`src/sv/plcm_pkg.sv`:
```
// plcm_pkg: shared types, sizes, status codes and address helper for the
// piecewise linear colormap block; no dependencies
`timescale 1ns / 1ps

package plcm_pkg;

    // map organization
    localparam int MAX_POINTS = 64;
    localparam int NUM_MAPS   = 4;
    localparam int DEPTH      = NUM_MAPS * MAX_POINTS;
    localparam int ADDR_W     = $clog2(DEPTH);
    localparam int IDX_W      = $clog2(MAX_POINTS);
    localparam int CNT_W      = $clog2(MAX_POINTS + 1);
    localparam int MAP_W      = (NUM_MAPS > 1) ? $clog2(NUM_MAPS) : 1;

    // field widths
    localparam int POS_W = 10;
    localparam int CH_W  = 8;
    localparam int PT_W  = POS_W + 3 * CH_W;

    // blend arithmetic widths: channel times span, then doubled plus span
    localparam int NUM_W = CH_W + POS_W;
    localparam int REM_W = NUM_W + 1;
    localparam int STEP_W = $clog2(CH_W);

    // index at or above this returns the last colour
    localparam logic [POS_W-1:0] SCALE_END = POS_W'(1000);

    // opcodes
    localparam logic OP_LOAD  = 1'b0;
    localparam logic OP_QUERY = 1'b1;

    // result status codes
    localparam logic [1:0] ST_OK    = 2'd0;
    localparam logic [1:0] ST_EMPTY = 2'd1;
    localparam logic [1:0] ST_FULL  = 2'd2;
    localparam logic [1:0] ST_ORDER = 2'd3;

    typedef struct packed {
        logic [CH_W-1:0] r;
        logic [CH_W-1:0] g;
        logic [CH_W-1:0] b;
    } rgb_t;

    // one stored control point
    typedef struct packed {
        logic [POS_W-1:0] pos;
        rgb_t             rgb;
    } point_t;

    // request from the sequencer to the blend unit
    typedef struct packed {
        logic             go;
        logic [POS_W-1:0] span;
        logic [POS_W-1:0] delta;
        rgb_t             c0;
        rgb_t             c1;
    } blend_req_t;

    // memory address of point slot idx in map
    function automatic logic [ADDR_W-1:0] pt_addr(input logic [1:0] map,
                                                  input logic [IDX_W-1:0] idx);
        return ADDR_W'(32'(map) * MAX_POINTS + 32'(idx));
    endfunction

endpackage

```
`src/sv/plcm_blend_div.sv`:
```
// plcm_blend_div: per-channel linear blend with round-to-nearest, using one
// shared multiply stage and a restoring divider, one quotient bit per cycle
// depends on plcm_pkg
`timescale 1ns / 1ps

module plcm_blend_div
    import plcm_pkg::*;
(
    input  logic       clk,
    input  logic       rst_n,
    input  blend_req_t req,
    output logic       done,
    output rgb_t       result
);

    localparam logic [1:0] D_IDLE = 2'd0;
    localparam logic [1:0] D_MUL  = 2'd1;
    localparam logic [1:0] D_PREP = 2'd2;
    localparam logic [1:0] D_STEP = 2'd3;

    localparam logic [1:0] CH_R = 2'd0;
    localparam logic [1:0] CH_G = 2'd1;
    localparam logic [1:0] CH_B = 2'd2;

    logic [1:0]        state_reg, state_next;
    logic [1:0]        ch_reg, ch_next;
    logic [STEP_W-1:0] step_reg, step_next;
    logic              done_reg, done_next;
    logic [NUM_W-1:0]  num_reg, num_next;
    logic [REM_W-1:0]  rem_reg, rem_next;
    logic [CH_W-1:0]   q_reg, q_next;
    rgb_t              res_reg, res_next;
    rgb_t              c0_reg, c0_next;
    rgb_t              c1_reg, c1_next;
    logic [POS_W-1:0]  span_reg, span_next;
    logic [POS_W-1:0]  dist_reg, dist_next;

    logic [CH_W-1:0]   a_ch;
    logic [CH_W-1:0]   b_ch;
    logic [REM_W-1:0]  trial;

    // channel select for the multiply stage
    always_comb
    begin
        case (ch_reg)
            CH_R:
            begin
                a_ch = c0_reg.r;
                b_ch = c1_reg.r;
            end
            CH_G:
            begin
                a_ch = c0_reg.g;
                b_ch = c1_reg.g;
            end
            default:
            begin
                a_ch = c0_reg.b;
                b_ch = c1_reg.b;
            end
        endcase
    end

    // shifted divisor for the current quotient bit
    assign trial = REM_W'({span_reg, 1'b0}) << step_reg;

    // sequencer: multiply, form dividend, then one quotient bit per cycle
    always_comb
    begin
        state_next = state_reg;
        ch_next    = ch_reg;
        step_next  = step_reg;
        done_next  = 1'b0;
        num_next   = num_reg;
        rem_next   = rem_reg;
        q_next     = q_reg;
        res_next   = res_reg;
        c0_next    = c0_reg;
        c1_next    = c1_reg;
        span_next  = span_reg;
        dist_next  = dist_reg;
        unique case (state_reg)
            D_IDLE:
            begin
                if (req.go)
                begin
                    c0_next    = req.c0;
                    c1_next    = req.c1;
                    span_next  = req.span;
                    dist_next  = req.delta;
                    ch_next    = CH_R;
                    state_next = D_MUL;
                end
            end
            D_MUL:
            begin
                num_next   = NUM_W'(a_ch) * NUM_W'(span_reg - dist_reg) +
                             NUM_W'(b_ch) * NUM_W'(dist_reg);
                state_next = D_PREP;
            end
            D_PREP:
            begin
                rem_next   = {num_reg, 1'b0} + REM_W'(span_reg);
                q_next     = '0;
                step_next  = STEP_W'(CH_W - 1);
                state_next = D_STEP;
            end
            D_STEP:
            begin
                if (rem_reg >= trial)
                begin
                    rem_next = rem_reg - trial;
                    q_next   = q_reg | (CH_W'(1) << step_reg);
                end
                if (step_reg == '0)
                begin
                    case (ch_reg)
                        CH_R:    res_next.r = q_next;
                        CH_G:    res_next.g = q_next;
                        default: res_next.b = q_next;
                    endcase
                    if (ch_reg == CH_B)
                    begin
                        done_next  = 1'b1;
                        state_next = D_IDLE;
                    end
                    else
                    begin
                        ch_next    = ch_reg + 2'd1;
                        state_next = D_MUL;
                    end
                end
                else
                begin
                    step_next = step_reg - STEP_W'(1);
                end
            end
            default:
            begin
                state_next = D_IDLE;
            end
        endcase
    end

    // control registers
    always_ff @(posedge clk or negedge rst_n)
    begin
        if (!rst_n)
        begin
            state_reg <= D_IDLE;
            done_reg  <= 1'b0;
        end
        else
        begin
            state_reg <= state_next;
            done_reg  <= done_next;
        end
    end

    // datapath registers
    always_ff @(posedge clk)
    begin
        ch_reg   <= ch_next;
        step_reg <= step_next;
        num_reg  <= num_next;
        rem_reg  <= rem_next;
        q_reg    <= q_next;
        res_reg  <= res_next;
        c0_reg   <= c0_next;
        c1_reg   <= c1_next;
        span_reg <= span_next;
        dist_reg <= dist_next;
    end

    assign done   = done_reg;
    assign result = res_reg;

endmodule

```
`config.mk`:
```
export PLATFORM = sky130hd
export DESIGN_NAME = plcm_blend_div
export DESIGN_NICKNAME = d
export VERILOG_FILES = /design/src/sv/plcm_pkg.sv /design/src/sv/plcm_blend_div.sv
export SDC_FILE = /design/constraint.sdc
export NUM_CORES = 1
export LEC_CHECK = 0
export ABC_AREA = 1
export CAP_MARGIN = 20
export CORE_MARGIN = 8
export CORE_UTILIZATION = 60
export CTS_CLUSTER_SIZE = 12
export DETAILED_ROUTE_END_ITERATION = 10
export DONT_BUFFER_PORTS = 1
export GPL_ROUTABILITY_DRIVEN = 0
export PLACE_DENSITY_LB_ADDON = 0.3
export SLEW_MARGIN = 20
export SYNTH_ARGS = -nofsm -noshare
export SYNTH_HDL_FRONTEND = slang
export SYNTH_SLANG_ARGS = --single-unit
export TNS_END_PERCENT = 10
```
`constraint.sdc`:
```
create_clock -name clk -period 5.7 [get_ports clk]
set_input_delay 1.14 -clock clk [delete_from_list [all_inputs] [get_ports clk]]
set_output_delay 1.14 -clock clk [all_outputs]
set_load 0.03 [all_outputs]
```
# [After elaboration in Yosys (flattened, before gate mapping)]
# Cells that the tools add are included.
[word_totals] reg_bits=145 word_cells=74 inputBits=71 out_inout_bits=25
[classes] n_lt_le_gt_ge=1 shifts=2 mul=2 n_mux=19 bitwise_logic=2 reduce_logical=14 n_addsub=6 eq_ne=10
[op_table] operator="case mux 8 bit (2 select lines)" count=3
[op_table] operator="case mux 19 bit (2 select lines)" count=1
[op_table] operator="adder 19 x 10 -> 19 bit" count=1
[op_table] operator="greater-or-equal comparator 19 bit" count=1
[op_table] operator="2-to-1 mux 19 bit" count=1
[op_table] operator="left shift 11 x 3 -> 19 bit" count=1
[op_table] operator="subtractor 19 bit" count=1
[op_table] operator="adder 18 bit" count=1
[op_table] operator="multiplier 8 x 10 -> 18 bit" count=1
[op_table] operator="multiplier 9 x 11 -> 18 bit" count=1
[op_table] operator="subtractor 10 x 10 -> 11 bit" count=1
[op_table] operator="2-to-1 mux 2 bit" count=5
[op_table] operator="!= test 2 bit, second input constant" count=5
[op_table] operator="AND reduction 3 bit" count=3
[op_table] operator="2-to-1 mux 8 bit" count=1
[op_table] operator="bitwise OR 8 bit" count=1
[op_table] operator="case mux 2 bit (4 select lines)" count=1
[op_table] operator="AND reduction 2 bit" count=4
[op_table] operator="left shift 1 x 3 -> 8 bit, first input constant" count=1
[op_table] operator="== test 2 bit, second input constant" count=3
[op_table] operator="case mux 3 bit (2 select lines)" count=1
[op_table] operator="== test 2 x 1 -> 1 bit, second input constant" count=2
[op_table] operator="zero test 2 bit" count=2
[op_table] operator="2-to-1 mux 1 bit" count=4
[op_table] operator="other kinds (9)" count=10

# [Depth between registers and ports, before layout]
[logic_depth] word_depth=4 ltp_mapped=37 ltp_nobuf=37

# [Worst setup path before layout]
# No wires, ideal clock.
[synth_path] kind="register -> register" startpoint="register span_reg[0]" endpoint="register num_reg[15] (data pin)" required_time_ns=5.448 arrival_time_ns=5.880 path_buffers=0 setup_slack_ns=-0.432 stages_incl_launch_ff=28 setup_time_ns=0.252 period_less_slack_ns=6.132 cell_sequence="edfxtp_1 inv_1 ha_1 inv_2 fa_1 a21oi_2 nor2_1 nor2_1 nand2_1 nand2_1 nor2_1 fa_1 inv_1 fa_1 fa_1 inv_1 fa_1 fa_1 inv_1 fa_1 inv_1 ha_1 a21o_1 a21o_1 a211oi_1 nand2_1 nand2_1 nand2_1"
[synth_via] elab_chain_len=3
[synth_rtl] item="start, declared" line="plcm_blend_div.sv:35" source="logic [POS_W-1:0] span_reg, span_next;"
[synth_rtl] item="start signal, assigned" line="plcm_blend_div.sv:171" source="span_reg <= span_next;"
[synth_rtl] item="subtractor 10 x 10 -> 11 bit" line="plcm_blend_div.sv:97" source="num_next = NUM_W'(a_ch) * NUM_W'(span_reg - dist_reg) +"
[synth_rtl] item="multiplier 9 x 11 -> 18 bit" line="plcm_blend_div.sv:97"
[synth_rtl] item="adder 18 bit" line="plcm_blend_div.sv:97"
[synth_rtl] item="end signal, assigned" line="plcm_blend_div.sv:165" source="num_reg <= num_next;"
[synth_rtl] item="end, declared" line="plcm_blend_div.sv:29" source="logic [NUM_W-1:0] num_reg, num_next;"
# Every way passes these cells.
# A chain may end at the register's enable or synchronous reset.

# [Final worst setup path]
[layout_path] startpoint="register span_reg[2]" endpoint="register num_reg[15] (data pin)"
# The elaborated chain is that of the path after synthesis.

==> results.json <==
{
  "crit_path_start_kind": "register",
  "startpoint": "span_reg[2]",
  "r2r_start": "span_reg[2]",
  "synthesis.nets": 1869,
  "syn-cell-area_um2": 13700,
  "final_max_slew_viol_count": 0,
  "initial_core_util": 0.609,
  "tritoncts.num_buffers": 17,
  "grt_first_pass_wirelength_um": 54600,
  "reg2reg_setup_slack_ns": -0.47,
  "post-synth-top-area-cell": "edfxtp_1",
  "design_area_um2": 16200,
  "fraction_of_layout_cells_with_a_size_suffix_above_1": 0.185,
  "drc": 0,
  "grt_remaining_overflow": 0,
  "post-route-min-period_ns": 6.17,
  "post-dp-hpwl_um": 27500,
  "routed-via-count": 11100,
  "ys_top_cells_by_area": "edfxtp_1 31%, fa_1 21%, ha_1 10%",
  "ys.warnings.count": 0,
  "cap_viol_max_count": 0,
  "placedCellCount": 1952,
  "cts.htree.levels": 4,
  "design.core.area_um2": 22600,
  "drt_pre_antenna_iters": 7,
  "worst_ep_required_time_ns": 5.89,
  "hold_class": "input port to async pin",
  "cts_buffer_depth": 2,
  "cts_root_buffer": "clkbuf_16",
  "grt_antenna_before_repair": 1,
  "synth_instances": 1539,
  "finish.cell_count_without_fillers": 1988,
  "boundaryPins": 96,
  "avgViaCountPerCell": 5.57,
  "route.detailed.wl_per_inst_um": 17.4,
  "die_w_um": 167,
  "slew_headroom": 0.410,
  "synthDominantCellAreaShare": 0.308,
  "synth_seq_area_share": 0.313,
  "grt_use_total": 0.246,
  "postRouteWirelength_um": 34600,
  "cts_tree": "built",
  "worst_setup_path_end_kind": "register",
  "violated_checks": "negative setup slack",
  "port_buffers": 0,
  "cts_sinks": 144,
  "yosys.cell_types.count": 49,
  "crit_arrival_ns": 6.36,
  "ys_ff_latch": 144,
  "placement_row_count": 55,
  "setup_cp_type": "register to register",
  "finish.net_count": 2019,
  "synth.avg_cell_area_um2": 8.93,
  "die_footprint_um2": 28000,
  "grt_start_max_net_pins": 69,
  "finalSetupViolCount": 11,
  "worst_r2r_path_depth": 25,
  "flow.area_growth_from_synthesis_pct": 18.0,
  "worst_slew_pin_slew_ns": 0.885,
  "timing.final.ws_setup_ns": -0.468,
  "finalHoldViolCount": 0,
  "dr.first_iter.drc_count": 938,
  "worstSkewPairLatency_ns": 0.44,
  "antenna_left": 0,
  "status": "complete, but fails checks",
  "place_area_um2": 15400,
  "first_global_vias": 11100,
  "timing.clock.skew_ns": 0.0174,
  "cts.clk_slew.worst_paths_ns": 0.08,
  "fraction_of_the_cycle_the_final_worst_path_needs": 1.08,
  "crit_path_max_fanout": 5,
  "setup.worst_path.end": "num_reg[15]",
  "clock.fmax_mhz": 162,
  "setup_repair_after_global_routing_missed_its_margin": "true",
  "die_h_um": 167,
  "worst_r2r_endpoint": "num_reg[15]"
}
worst min path at each step:
| stage | from | to | cells past startpoint |
|---|---|---|---|
| after global placement | q_reg[2] | result[10] | 2 |
| after global routing | rst_n | done | 0 |
| after CTS | rst_n | done | 0 |
| after floorplan | q_reg[4] | result[12] | 2 |
| final | rst_n | done | 0 |
| after detailed placement | q_reg[2] | result[18] | 2 |
repair_timing:
item	4_1_cts	5_1_grt
pin swaps	27	16
gates resized for setup	35	20
setup endpoints to repair	13	13
setup buffers	1	2
hold buffers	0	0
per-layer routing:
| layer | routed length, um | global-route usage | up-vias |
|---|---|---|---|
| li1 | - | - | 5197 |
| met1 | 13400 | 0.289 | 5324 |
| met2 | 17500 | 0.432 | 443 |
| met3 | 1850 | 0.0313 | 117 |
| met4 | 1900 | 0.136 | 0 |
| met5 | 0 | 0 | - |
cell families (layout without fill, tap and decap cells):
kind of cell | after synthesis | after routing | synth area share
buffers and inverters | 339 | 502 | 0.0947
other | 0 | 1 | 0
adders and majority gates | 259 | 259 | 0.315
DFF | 144 | 144 | 0.313
and+or+nand+nor | 583 | 583 | 0.175
AOI/OAI and AO/OA | 187 | 187 | 0.0829
xor gates and xnor gates | 26 | 26 | 0.0177
muxes | 1 | 1 | 0.000728
cell usage in the layout (no fill, tap or decap), types with 4 or more instances in the layout:
cell type,netlist,layout
nand2_1,309,292
inv_1,290,279
nor2_1,170,158
buf_4,3,147
fa_1,146,143
edfxtp_1,141,141
ha_1,113,97
a21oi_1,63,56
nand3_1,52,51
o21ai_0,35,34
inv_2,23,33
o21ai_1,25,24
nand2_2,1,18
a21oi_2,15,17
clkbuf_16,0,17
xor2_1,17,16
ha_4,0,15
a22o_1,13,13
nor2_2,0,11
nor3_1,13,11
nand4_1,11,11
a21o_1,8,8
nand3b_1,8,8
or2_1,7,7
xnor2_1,7,6
inv_8,0,6
a21oi_4,0,5
o22ai_1,5,5
clkinv_2,0,4
or2_2,4,4
clkinv_8,0,4
clkinv_4,0,4
cell usage after synthesis (all sizes together):
cell type  instances
a211oi             2
a21boi             5
a21o               8
a21oi             78
a22o              13
a31o               2
a31oi              3
and3b              1
buf                8
clkbuf            12
clkinv             6
dfrtp              3
edfxtp           141
fa               146
ha               113
inv              313
mux2i              1
nand2            310
nand3             54
nand3b             8
nand4             12
nor2             171
nor3              13
nor3b              1
nor4               2
o2111ai            1
o211ai             2
o21a               2
o21ai             60
o21bai             3
o221ai             1
o22ai              5
o31ai              2
or2               11
xnor2              7
xor2              19
through the flow:
stage / hold WS [ns] / utilization / setup slack (ns) / setup TNS, ns
finish: 0.391 / 0.719 / -0.468 / -3.90
global route: 0.377 / 0.719 / -0.658 / -6.08
CTS: 0.375 / 0.714 / -0.405 / -3.64
detailed placement: 0.550 / 0.681 / -0.489 / -4.66
global placement: 0.542 / 0.681 / -0.468 / -4.05
floorplan: 0.524 / - / -0.186 / -1.03
area by class of cell:
cell class	count	area [um^2]
Multi-Input combinational cell	1056	8570
Fill cell	1568	6340
Sequential cell	144	4310
Inverter	319	1200
Timing Repair Buffer	151	1170
Clock buffer	17	425
Tap cell	285	357
Clock inverter	15	184
Antenna cell	1	2.50
critical path: stages, from the launching register on:
cell and delay [ns]:
edfxtp_1 0.49, ha_4 0.35, nand3_2 0.08, nand2_2 0.10, inv_2 0.06, o31ai_4 0.27, xor2_2 0.33, nor2_2 0.08
fa_1 0.55, inv_1 0.05, fa_1 0.45, fa_1 0.51, inv_1 0.05, fa_1 0.48, fa_1 0.49, inv_1 0.05
fa_1 0.47, inv_1 0.06, ha_4 0.24, nand2_2 0.10, inv_1 0.06, a21o_1 0.19, a211oi_2 0.22, nand2_1 0.07
nand2_1 0.06, nand2_1 0.05
Power is not shown: default switching activity piles up to over one toggle a cycle in this logic, so the estimate is an artifact.
